$ cat config.mk
export PLATFORM = sky130hd
export DESIGN_NAME = multifunction_time_relay_flat
export DESIGN_NICKNAME = d
export VERILOG_FILES = /design/src/design/mtr_pkg.sv /design/src/design/mtr_tick_if.sv /design/src/design/mtr_result_if.sv /design/src/design/mtr_cfg_if.sv /design/src/design/mtr_debounce.sv /design/src/design/mtr_ctrl.sv /design/src/design/multifunction_time_relay.sv /design/src/flat_wrapper.sv
export SDC_FILE = /design/constraint.sdc
export NUM_CORES = 1
export LEC_CHECK = 0
export BUFFER_PORTS_ARGS = -buffer_cell sky130_fd_sc_hd__buf_2
export CORE_UTILIZATION = 45
export CTS_BUF_LIST = sky130_fd_sc_hd__clkbuf_16
export DETAILED_ROUTE_END_ITERATION = 16
export PLACE_DENSITY = 0.66
export SYNTH_ARGS = -nofsm -noshare
export SYNTH_HDL_FRONTEND = slang
export SYNTH_HIERARCHICAL = 1
export SYNTH_SLANG_ARGS = --single-unit
$ cat constraint.sdc
create_clock -name clk -period 13.6 [get_ports clk]
set_clock_uncertainty 0.2 [all_clocks]
set_input_delay 2.72 -clock clk [delete_from_list [all_inputs] [get_ports clk]]
set_output_delay 2.72 -clock clk [all_outputs]
set_load 0.005 [all_outputs]
$ cat src/design/mtr_pkg.sv
package mtr_pkg;

  typedef enum logic [1:0] {
    MODE_ON_DELAY  = 2'd0,
    MODE_OFF_DELAY = 2'd1,
    MODE_BLINK     = 2'd2,
    MODE_PULSE     = 2'd3
  } mode_t;

  typedef enum logic [2:0] {
    PH_IDLE       = 3'd0,
    PH_TIMING     = 3'd1,
    PH_ACTIVE     = 3'd2,
    PH_BLINK_OFF  = 3'd3,
    PH_PULSE_WAIT = 3'd4,
    PH_LOCK       = 3'd5
  } phase_t;

  localparam int RegIndexW = 2;
  localparam int RegDataW  = 8;

  localparam logic [RegIndexW-1:0] REG_MODE  = 2'd0;
  localparam logic [RegIndexW-1:0] REG_DELAY = 2'd1;
  localparam logic [RegIndexW-1:0] REG_TPS   = 2'd2;

  localparam logic [7:0] TPS_RESET = 8'd61;

  typedef struct packed {
    mode_t      mode;
    logic [3:0] delay_seconds;
    logic [7:0] ticks_per_second;
  } cfg_t;

  typedef struct packed {
    logic relay_on;
    logic off_delay_active;
  } result_t;

endpackage

$ cat src/design/mtr_tick_if.sv
interface mtr_tick_if;
  logic valid;
  logic ready;
  logic start_pressed;
  logic stop_pressed;

  modport source (output valid, output start_pressed, output stop_pressed, input ready);
  modport sink (input valid, input start_pressed, input stop_pressed, output ready);
endinterface

$ cat src/design/mtr_result_if.sv
interface mtr_result_if;
  logic valid;
  logic ready;
  logic relay_on;
  logic off_delay_active;

  modport source (output valid, output relay_on, output off_delay_active, input ready);
  modport sink (input valid, input relay_on, input off_delay_active, output ready);
endinterface

$ cat src/design/mtr_cfg_if.sv
interface mtr_cfg_if;
  logic                          valid;
  logic                          ready;
  logic [mtr_pkg::RegIndexW-1:0] reg_index;
  logic [mtr_pkg::RegDataW-1:0]  wdata;

  modport source (output valid, output reg_index, output wdata, input ready);
  modport sink (input valid, input reg_index, input wdata, output ready);
endinterface

$ cat src/design/mtr_debounce.sv
module mtr_debounce #(
  parameter int HISTORY_LEN = 10
) (
  input  logic clk,
  input  logic rst,
  input  logic en,
  input  logic raw,
  output logic level_next
);

  logic [HISTORY_LEN-1:0] hist;
  logic [HISTORY_LEN-1:0] hist_next;
  logic                   level;

  assign hist_next = {hist[HISTORY_LEN-2:0], raw};

  // level follows only once every sample agrees
  always_comb begin
    level_next = level;
    if (&hist_next) begin
      level_next = 1'b1;
    end else if (~|hist_next) begin
      level_next = 1'b0;
    end
  end

  always_ff @(posedge clk) begin
    if (rst) begin
      hist  <= '0;
      level <= 1'b0;
    end else if (en) begin
      hist  <= hist_next;
      level <= level_next;
    end
  end

endmodule

$ cat src/design/mtr_ctrl.sv
module mtr_ctrl (
  input  logic             clk,
  input  logic             rst,
  input  logic             en,
  input  logic             start,
  input  logic             stop,
  input  logic             mode_wr,
  input  mtr_pkg::cfg_t    cfg,
  output mtr_pkg::result_t res_next
);

  mtr_pkg::phase_t phase;
  mtr_pkg::phase_t phase_next;
  logic [7:0]      tick_count;
  logic [7:0]      tick_count_next;
  logic [3:0]      second_count;
  logic [3:0]      second_count_next;
  logic            relay_reg;
  logic            relay_reg_next;
  logic            delay_flag;
  logic            delay_flag_next;

  logic [7:0]      tps_eff;
  logic [8:0]      tick_inc;
  logic [7:0]      adv_tick;
  logic [3:0]      adv_second;
  logic            timed;
  logic [3:0]      second_cur;
  logic            done;

  // prescaler step, a zero rate counts as one tick a second
  always_comb begin
    tps_eff    = (cfg.ticks_per_second == 8'd0) ? 8'd1 : cfg.ticks_per_second;
    tick_inc   = {1'b0, tick_count} + 9'd1;
    adv_tick   = tick_inc[7:0];
    adv_second = second_count;
    if (tick_inc >= {1'b0, tps_eff}) begin
      adv_tick = 8'd0;
      if (second_count < cfg.delay_seconds) begin
        adv_second = second_count + 4'd1;
      end
    end
    timed      = (phase == mtr_pkg::PH_TIMING) || (phase == mtr_pkg::PH_BLINK_OFF);
    second_cur = timed ? adv_second : second_count;
    done       = second_cur >= cfg.delay_seconds;
  end

  always_comb begin
    phase_next        = phase;
    tick_count_next   = tick_count;
    second_count_next = second_count;
    relay_reg_next    = relay_reg;
    delay_flag_next   = delay_flag;

    if (mode_wr) begin
      if (phase != mtr_pkg::PH_LOCK) begin
        phase_next      = mtr_pkg::PH_IDLE;
        relay_reg_next  = 1'b0;
        delay_flag_next = 1'b0;
      end
    end else if (en) begin
      if (stop) begin
        phase_next      = mtr_pkg::PH_LOCK;
        relay_reg_next  = 1'b0;
        delay_flag_next = 1'b0;
      end else if (phase == mtr_pkg::PH_LOCK) begin
        phase_next      = mtr_pkg::PH_IDLE;
        relay_reg_next  = 1'b0;
        delay_flag_next = 1'b0;
      end else begin
        if (timed) begin
          tick_count_next   = adv_tick;
          second_count_next = adv_second;
        end
        case (cfg.mode)
          mtr_pkg::MODE_ON_DELAY: begin
            if (phase == mtr_pkg::PH_IDLE) begin
              if (start) begin
                tick_count_next   = 8'd0;
                second_count_next = 4'd0;
                phase_next        = mtr_pkg::PH_TIMING;
                relay_reg_next    = 1'b0;
              end
            end else if (phase == mtr_pkg::PH_TIMING) begin
              if (!start) begin
                phase_next      = mtr_pkg::PH_IDLE;
                relay_reg_next  = 1'b0;
                delay_flag_next = 1'b0;
              end else if (done) begin
                relay_reg_next = 1'b1;
                phase_next     = mtr_pkg::PH_ACTIVE;
              end
            end else if (phase == mtr_pkg::PH_ACTIVE) begin
              if (!start) begin
                phase_next      = mtr_pkg::PH_IDLE;
                relay_reg_next  = 1'b0;
                delay_flag_next = 1'b0;
              end
            end else begin
              phase_next      = mtr_pkg::PH_IDLE;
              relay_reg_next  = 1'b0;
              delay_flag_next = 1'b0;
            end
          end
          mtr_pkg::MODE_OFF_DELAY: begin
            if (phase == mtr_pkg::PH_IDLE) begin
              if (start) begin
                relay_reg_next = 1'b1;
                phase_next     = mtr_pkg::PH_ACTIVE;
              end
            end else if (phase == mtr_pkg::PH_ACTIVE) begin
              if (!start) begin
                delay_flag_next   = 1'b1;
                tick_count_next   = 8'd0;
                second_count_next = 4'd0;
                phase_next        = mtr_pkg::PH_TIMING;
              end
            end else if (phase == mtr_pkg::PH_TIMING) begin
              // start is ignored until the delay runs out
              if (done) begin
                delay_flag_next = 1'b0;
                if (start) begin
                  relay_reg_next = 1'b1;
                  phase_next     = mtr_pkg::PH_ACTIVE;
                end else begin
                  phase_next     = mtr_pkg::PH_IDLE;
                  relay_reg_next = 1'b0;
                end
              end
            end else begin
              phase_next      = mtr_pkg::PH_IDLE;
              relay_reg_next  = 1'b0;
              delay_flag_next = 1'b0;
            end
          end
          mtr_pkg::MODE_BLINK: begin
            if (phase == mtr_pkg::PH_IDLE) begin
              if (start) begin
                relay_reg_next    = 1'b1;
                tick_count_next   = 8'd0;
                second_count_next = 4'd0;
                phase_next        = mtr_pkg::PH_TIMING;
              end
            end else if (phase == mtr_pkg::PH_TIMING || phase == mtr_pkg::PH_BLINK_OFF) begin
              if (!start) begin
                phase_next      = mtr_pkg::PH_IDLE;
                relay_reg_next  = 1'b0;
                delay_flag_next = 1'b0;
              end else if (done) begin
                tick_count_next   = 8'd0;
                second_count_next = 4'd0;
                if (phase == mtr_pkg::PH_TIMING) begin
                  relay_reg_next = 1'b0;
                  phase_next     = mtr_pkg::PH_BLINK_OFF;
                end else begin
                  relay_reg_next = 1'b1;
                  phase_next     = mtr_pkg::PH_TIMING;
                end
              end
            end else begin
              phase_next      = mtr_pkg::PH_IDLE;
              relay_reg_next  = 1'b0;
              delay_flag_next = 1'b0;
            end
          end
          default: begin
            if (phase == mtr_pkg::PH_IDLE) begin
              if (start) begin
                relay_reg_next    = 1'b1;
                tick_count_next   = 8'd0;
                second_count_next = 4'd0;
                phase_next        = mtr_pkg::PH_TIMING;
              end
            end else if (phase == mtr_pkg::PH_TIMING) begin
              if (!start) begin
                phase_next      = mtr_pkg::PH_IDLE;
                relay_reg_next  = 1'b0;
                delay_flag_next = 1'b0;
              end else if (done) begin
                relay_reg_next = 1'b0;
                phase_next     = mtr_pkg::PH_PULSE_WAIT;
              end
            end else if (phase == mtr_pkg::PH_PULSE_WAIT) begin
              // a new pulse needs a release first
              if (!start) begin
                phase_next      = mtr_pkg::PH_IDLE;
                relay_reg_next  = 1'b0;
                delay_flag_next = 1'b0;
              end
            end else begin
              phase_next      = mtr_pkg::PH_IDLE;
              relay_reg_next  = 1'b0;
              delay_flag_next = 1'b0;
            end
          end
        endcase
      end
    end
  end

  assign res_next.relay_on         = relay_reg_next;
  assign res_next.off_delay_active = delay_flag_next;

  always_ff @(posedge clk) begin
    if (rst) begin
      phase        <= mtr_pkg::PH_IDLE;
      tick_count   <= 8'd0;
      second_count <= 4'd0;
      relay_reg    <= 1'b0;
      delay_flag   <= 1'b0;
    end else begin
      phase        <= phase_next;
      tick_count   <= tick_count_next;
      second_count <= second_count_next;
      relay_reg    <= relay_reg_next;
      delay_flag   <= delay_flag_next;
    end
  end

  a_flag_only_timing: assert property (@(posedge clk) disable iff (rst)
    delay_flag |-> (phase == mtr_pkg::PH_TIMING && cfg.mode == mtr_pkg::MODE_OFF_DELAY))
    else $error("off-delay flag set outside off-delay timing");

  a_lock_quiet: assert property (@(posedge clk) disable iff (rst)
    (phase == mtr_pkg::PH_LOCK) |-> (!relay_reg && !delay_flag))
    else $error("outputs active while locked");

  a_stop_locks: assert property (@(posedge clk) disable iff (rst)
    (en && stop && !mode_wr) |=> (phase == mtr_pkg::PH_LOCK))
    else $error("debounced stop did not lock");

  a_idle_quiet: assert property (@(posedge clk) disable iff (rst)
    (mode_wr && phase != mtr_pkg::PH_LOCK) |=> (phase == mtr_pkg::PH_IDLE && !relay_reg))
    else $error("mode write did not return to idle");

endmodule

$ cat src/design/multifunction_time_relay.sv
// channel  | dir | handshake      | payload
// tick     | in  | valid / ready  | start_pressed, stop_pressed
// result   | out | valid / ready  | relay_on, off_delay_active
// cfg      | in  | valid / ready  | reg_index, wdata (ready always high)
//
// one tick transaction per cycle unless an untaken result waits; its result is registered, shown the next cycle
// debounce, prescaler and relay phase all update in the cycle the tick is taken
// a waiting result does not block the tick side if it is taken in the same cycle
// rst is synchronous: phase idle, histories clear, mode 0, delay 0, 61 ticks a second
module multifunction_time_relay #(
  parameter int HISTORY_LEN = 10
) (
  input logic         clk,
  input logic         rst,
  mtr_tick_if.sink    tick,
  mtr_result_if.source result,
  mtr_cfg_if.sink     cfg
);

  mtr_pkg::cfg_t    cfg_reg;
  mtr_pkg::result_t res_next;
  mtr_pkg::result_t res_reg;
  logic             out_valid;
  logic             accept;
  logic             cfg_wr;
  logic             mode_wr;
  logic             start_level;
  logic             stop_level;

  assign tick.ready = !out_valid || result.ready;
  assign accept     = tick.valid && tick.ready;
  assign cfg.ready  = 1'b1;
  assign cfg_wr     = cfg.valid && cfg.ready;
  assign mode_wr    = cfg_wr && (cfg.reg_index == mtr_pkg::REG_MODE);

  always_ff @(posedge clk) begin
    if (rst) begin
      cfg_reg.mode             <= mtr_pkg::MODE_ON_DELAY;
      cfg_reg.delay_seconds    <= 4'd0;
      cfg_reg.ticks_per_second <= mtr_pkg::TPS_RESET;
    end else if (cfg_wr) begin
      case (cfg.reg_index)
        mtr_pkg::REG_MODE:  cfg_reg.mode             <= mtr_pkg::mode_t'(cfg.wdata[1:0]);
        mtr_pkg::REG_DELAY: cfg_reg.delay_seconds    <= cfg.wdata[3:0];
        mtr_pkg::REG_TPS:   cfg_reg.ticks_per_second <= cfg.wdata;
        default: ;
      endcase
    end
  end

  mtr_debounce #(.HISTORY_LEN(HISTORY_LEN)) u_start_db (
    .clk        (clk),
    .rst        (rst),
    .en         (accept),
    .raw        (tick.start_pressed),
    .level_next (start_level)
  );

  mtr_debounce #(.HISTORY_LEN(HISTORY_LEN)) u_stop_db (
    .clk        (clk),
    .rst        (rst),
    .en         (accept),
    .raw        (tick.stop_pressed),
    .level_next (stop_level)
  );

  mtr_ctrl u_ctrl (
    .clk      (clk),
    .rst      (rst),
    .en       (accept),
    .start    (start_level),
    .stop     (stop_level),
    .mode_wr  (mode_wr),
    .cfg      (cfg_reg),
    .res_next (res_next)
  );

  always_ff @(posedge clk) begin
    if (rst) begin
      out_valid <= 1'b0;
    end else if (accept) begin
      out_valid <= 1'b1;
    end else if (result.ready) begin
      out_valid <= 1'b0;
    end
  end

  always_ff @(posedge clk) begin
    if (accept) begin
      res_reg <= res_next;
    end
  end

  assign result.valid            = out_valid;
  assign result.relay_on         = res_reg.relay_on;
  assign result.off_delay_active = res_reg.off_delay_active;

endmodule
$ cat src/flat_wrapper.sv
// flat-port wrapper written by rule: the top's interface ports become plain ports
module multifunction_time_relay_flat 
#(
  parameter int HISTORY_LEN = 10
)
  (clk, rst, tick_valid, tick_start_pressed, tick_stop_pressed, tick_ready, result_valid, result_relay_on, result_off_delay_active, result_ready, cfg_valid, cfg_reg_index, cfg_wdata, cfg_ready);
  mtr_tick_if tick_i ();
  mtr_result_if result_i ();
  mtr_cfg_if cfg_i ();
  input logic clk;
  input logic rst;
  input wire logic [$bits(tick_i.valid)-1:0] tick_valid;
  input wire logic [$bits(tick_i.start_pressed)-1:0] tick_start_pressed;
  input wire logic [$bits(tick_i.stop_pressed)-1:0] tick_stop_pressed;
  output wire logic [$bits(tick_i.ready)-1:0] tick_ready;
  output wire logic [$bits(result_i.valid)-1:0] result_valid;
  output wire logic [$bits(result_i.relay_on)-1:0] result_relay_on;
  output wire logic [$bits(result_i.off_delay_active)-1:0] result_off_delay_active;
  input wire logic [$bits(result_i.ready)-1:0] result_ready;
  input wire logic [$bits(cfg_i.valid)-1:0] cfg_valid;
  input wire logic [$bits(cfg_i.reg_index)-1:0] cfg_reg_index;
  input wire logic [$bits(cfg_i.wdata)-1:0] cfg_wdata;
  output wire logic [$bits(cfg_i.ready)-1:0] cfg_ready;
  assign tick_i.valid = tick_valid;
  assign tick_i.start_pressed = tick_start_pressed;
  assign tick_i.stop_pressed = tick_stop_pressed;
  assign tick_ready = tick_i.ready;
  assign result_valid = result_i.valid;
  assign result_relay_on = result_i.relay_on;
  assign result_off_delay_active = result_i.off_delay_active;
  assign result_i.ready = result_ready;
  assign cfg_i.valid = cfg_valid;
  assign cfg_i.reg_index = cfg_reg_index;
  assign cfg_i.wdata = cfg_wdata;
  assign cfg_ready = cfg_i.ready;
  multifunction_time_relay #(.HISTORY_LEN(HISTORY_LEN)) u_core (.clk(clk), .rst(rst), .tick(tick_i), .result(result_i), .cfg(cfg_i));
endmodule
Yosys cells after proc, flatten, opt, wreduce, memory -nomap -nowiden
Cells that the tools add are included.
Widths: inputs -> output; s select.
- $lt $le $gt $ge: 3
- equality and inequality tests: 17
- bitwise logic cells: 3
- add/sub/neg operators: 2
- multiplexer cells: 111
- reductions and logical operators: 20
- operator list (cell ; count):
    $mux 8 ; 12
    $mux 3 ; 27
    $mux 1 ; 53
    $mux 4 ; 12
    $ne 8x6->1 const B ; 3
    $reduce_and 10->1 ; 2
    $reduce_or 10->1 ; 2
    $pmux 8 s2 ; 1
    $add 8x1->9 const B ; 1
    $ge 9x8->1 ; 1
    $ne 9x3->1 const B ; 1
    $pmux 3 s3 ; 1
    $logic_not 8->1 ; 1
    $pmux 4 s2 ; 1
    $reduce_and 8->1 ; 1
    $ne 7x5->1 const B ; 1
    $eq 3x2->1 const B ; 2
    $eq 3x3->1 const B ; 2
    $ne 6x4->1 const B ; 1
    $pmux 1 s3 ; 2
    $reduce_and 2->1 ; 3
    $add 4x1->4 const B ; 1
    $eq 2x1->1 const B ; 2
    $eq 2x2->1 const B ; 2
    other kinds (14) ; 21
- bits in registers: 54
- input bits: 17
- word-level logic and storage cells: 171

Longest topological paths before layout
- depth after elaboration: 15
- gate-level depth with buffers: 20

Cells and area by module
Netlist, hierarchy kept.
- modules (own cells, without submodules) (module ; times used ; sequential area each (sq um) ; cells an instance ; area each (sq um)):
    mtr_ctrl ; 1 ; 340.3 ; 268 ; 2083.2
    mtr_debounce ; 2 ; 200.2 ; 44 ; 435.4
    multifunction_time_relay ; 1 ; 360.3 ; 69 ; 716.9

Worst setup path after synthesis
No wires, ideal clock.
- path type: input-to-output
- start point: input port result_ready
- end point: output port tick_ready
- path buffers: 0
- path slack: 7808 ps
- cell stages on the path: 1
- data arrival time: 2872 ps
- data required time: 10680 ps
- path through: nand2b_1
- word-level cells in the longest chain between the ends: 1
- ends and longest elaborated chain (what ; line ; text):
    start, declared ; flat_wrapper.sv:19 ; input wire logic [$bits(result_i.ready)-1:0] result_ready;
    $logic_or 1x1->1 ; multifunction_time_relay.sv:30 ; assign tick.ready = !out_valid || result.ready;
    end, declared ; flat_wrapper.sv:15 ; output wire logic [$bits(tick_i.ready)-1:0] tick_ready;
Every way passes these cells.

Worst setup path in the final report
Same ends and word-level chain as after synthesis.

==> impl_metrics.env <==
export IMPL_worstRegToRegCells=16
export IMPL_max_vdd_ir_drop_mv=0.0551
export IMPL_max_freq_ghz=0.166
export IMPL_yosys_most_used_dff="dfxtp_1"
export IMPL_drtAntennaViolNets=0
export IMPL_syn_to_final_growth_pct=7.19
export IMPL_worstPathArrival_ns=3.09
export IMPL_cts_sinks=54
export IMPL_synthCells=425
export IMPL_port_buffer_count=20
export IMPL_post_cts_resized=0
export IMPL_start_util_pct=47.0
export IMPL_reg2reg_from="u_core/u_ctrl/tick_count[0]$_SDFFE_PP0P_"
export IMPL_antenna_found_initial=0
export IMPL_ys_async_sr_fraction_pct=0
export IMPL_synth_edf_count=2
export IMPL_setup_viol=0
export IMPL_worstMarginPinSlew_ns=0.822
export IMPL_dr_pass1_iters=4
export IMPL_seq_area_frac_synth_pct=30.0
export IMPL_h_tree_depth=2
export IMPL_grt_ovfl_total=0
export IMPL_layout_drive_gt1_share_pct=10.2
export IMPL_clk_latency_ns=0.29
export IMPL_boundaryPins=22
export IMPL_synth_top_cell_by_area="dfxtp_1"
export IMPL_grt_setup_unrepaired="false"
export IMPL_cts_setup_buffers=0
export IMPL_layout_nets=468
export IMPL_die_h_um=92.3
export IMPL_hold_viol=0
export IMPL_nFillCells=744
export IMPL_synth_cell_types=71
export IMPL_grt_pass1_wl_mm=13.4
export IMPL_end_kind="primary output"
export IMPL_postLayoutSetupSlackWorst_ns=7.59
export IMPL_r2r_end="u_core/u_ctrl/tick_count[0]$_SDFFE_PP0P_"
export IMPL_place_ws_ns=7.59
export IMPL_final_min_clock_period_ns=6.01
export IMPL_slew_headroom_pct=45.1
export IMPL_synth_area_per_cell_um2=8.64
export IMPL_clock_root_buffer="clkbuf_16"
export IMPL_dpl_cell_area_um2=3760
export IMPL_syn_nets=463
export IMPL_grt_use_total_pct=19.0
export IMPL_critical_path_max_fanout=3
export IMPL_status="completed"
export IMPL_min_period_over_period_pct=44.2
export IMPL_power_density_nw_per_um2=87.7
export IMPL_finish_utilization_pct=50.4
export IMPL_cp_required_ns=10.68
export IMPL_largest_reg_flops=14
export IMPL_cp_start_kind="input port"
export IMPL_die_area_um2=8520
export IMPL_coreArea_um2=7810
export IMPL_vias=3094
export IMPL_hold_slack_ns=0.282
export IMPL_hold_buffers=0
export IMPL_yosys_top_cells_area="dfxtp_1 (28%), mux2i_1 (9.5%), ha_1 (7.2%), nor2_1 (5.1%), nand2b_1 (4.3%)"
export IMPL_n_antenna_cell=0
export IMPL_hold_end="u_core/cfg_reg[10]$_SDFFE_PP0P_"
export IMPL_synth_cell_area_um2=3670
export IMPL_stdcell_area_um2=3940
export IMPL_drtIter0Drc=281
export IMPL_hp_start="u_core/cfg_reg[10]$_SDFFE_PP0P_"
export IMPL_final_common_cell="dfxtp_1"
export IMPL_grt_max_degree=65
export IMPL_hpwl_mm=5.47
export IMPL_wire_per_inst_um=14.3
export IMPL_final_cell_mix="dfxtp_1 (52), nor2_1 (50), mux2i_1 (35)"
export IMPL_drt_drc_violations_left=0
export IMPL_rows=32
export IMPL_first_global_vias=2908
export IMPL_wirelength_mm=7.64
export IMPL_yosys_warnings=6
export IMPL_cts_buffer_depth=2
export IMPL_cts_tree="yes"
export IMPL_crit_type="input port to primary output"
export IMPL_hold_class="flip-flop to flip-flop"
export IMPL_cts_buffers=5
export IMPL_path_clk_slew_ns=0.07
export IMPL_fin_setup_tns_ns=0
export IMPL_max_cap_viol_count=0
export IMPL_drv_slew=0
export IMPL_p_leak_nw=1.56
export IMPL_die_w_um=92.3
export IMPL_synth_top_area_share_pct=28.4
export IMPL_hold_path_depth=2
export IMPL_r2r_slack_ns=8.61
export IMPL_via_per_inst=5.80
export IMPL_synth_seq_cells=54
export IMPL_gp_congestion=0.839
[through the flow]
stage | total power, mW | std cells
2_1_floorplan | 0.191 | 425
3_3_place_gp | 0.200 | 525
3_5_place_dp | 0.201 | 525
4_1_cts | 0.349 | 533
5_1_grt | 0.361 | 533
6_report | 0.345 | 533
[report_power, final]
group          internal (mW)  switching [mW]
clock network         0.0883          0.0596
logic                 0.0138          0.0193
registers              0.162         0.00247
[Yosys cell counts, types with 6 or more instances]
| cell | number |
|---|---|
| nor3_1 | 11 |
| ha_1 | 21 |
| dfxtp_1 | 52 |
| a221oi_1 | 6 |
| buf_2 | 6 |
| nand4_1 | 8 |
| o21ai_0 | 9 |
| nand2b_1 | 25 |
| mux2i_1 | 35 |
| nand2_1 | 22 |
| a21oi_1 | 14 |
| xnor2_1 | 7 |
| a31oi_1 | 6 |
| clkbuf_1 | 10 |
| inv_1 | 19 |
| nand3b_1 | 6 |
| nor2b_1 | 7 |
| nor2_1 | 50 |
| nand3_1 | 12 |
[cell type report]
| cell class | count | area [um^2] | share of cell area (%) |
|---|---|---|---|
| Tap cell | 102 | 128 | 3.24 |
| Clock buffer | 5 | 125 | 3.18 |
| Timing Repair Buffer | 22 | 115 | 2.93 |
| Sequential cell | 54 | 1100 | 28.0 |
| Multi-Input combinational cell | 328 | 2350 | 59.7 |
| Clock inverter | 3 | 47.5 | 1.21 |
| Inverter | 19 | 71.3 | 1.81 |
[critical path, cell delays in order]
cell	delay, ns
buf_2	0.09
nand2b_1	0.15
buf_2	0.13
[cell families (layout without fill, tap and decap cells)]
kind of cell    count (synthesis)  count (layout)  synth area share, %
simple gates                  180             180                 27.5
buf+inv                        43              49                 6.07
other cells                     1               1                0.102
xor+xnor                       10              10                 2.39
fa+ha+maj                      22              22                 7.43
mux                            38              38                 10.5
flops                          54              54                 30.0
compound gates                 77              77                 16.0
[worst max-delay path by stage]
stage	startpoint	endpoint	cells past startpoint
after detailed placement	result_ready	tick_ready	3
after floorplan	result_ready	tick_ready	1
after global placement	result_ready	tick_ready	3
after global routing	result_ready	tick_ready	3
final	result_ready	tick_ready	3
after CTS	result_ready	tick_ready	3
[routing by layer]
metal	wire length (um)	track usage [%]	vias up
met1	4010	26.9	1479
met5	0	0	-
li1	-	-	1561
met3	221	2.63	2
met2	3380	30.3	52
met4	30	4.95	0
(Power assumes the default switching activity.)
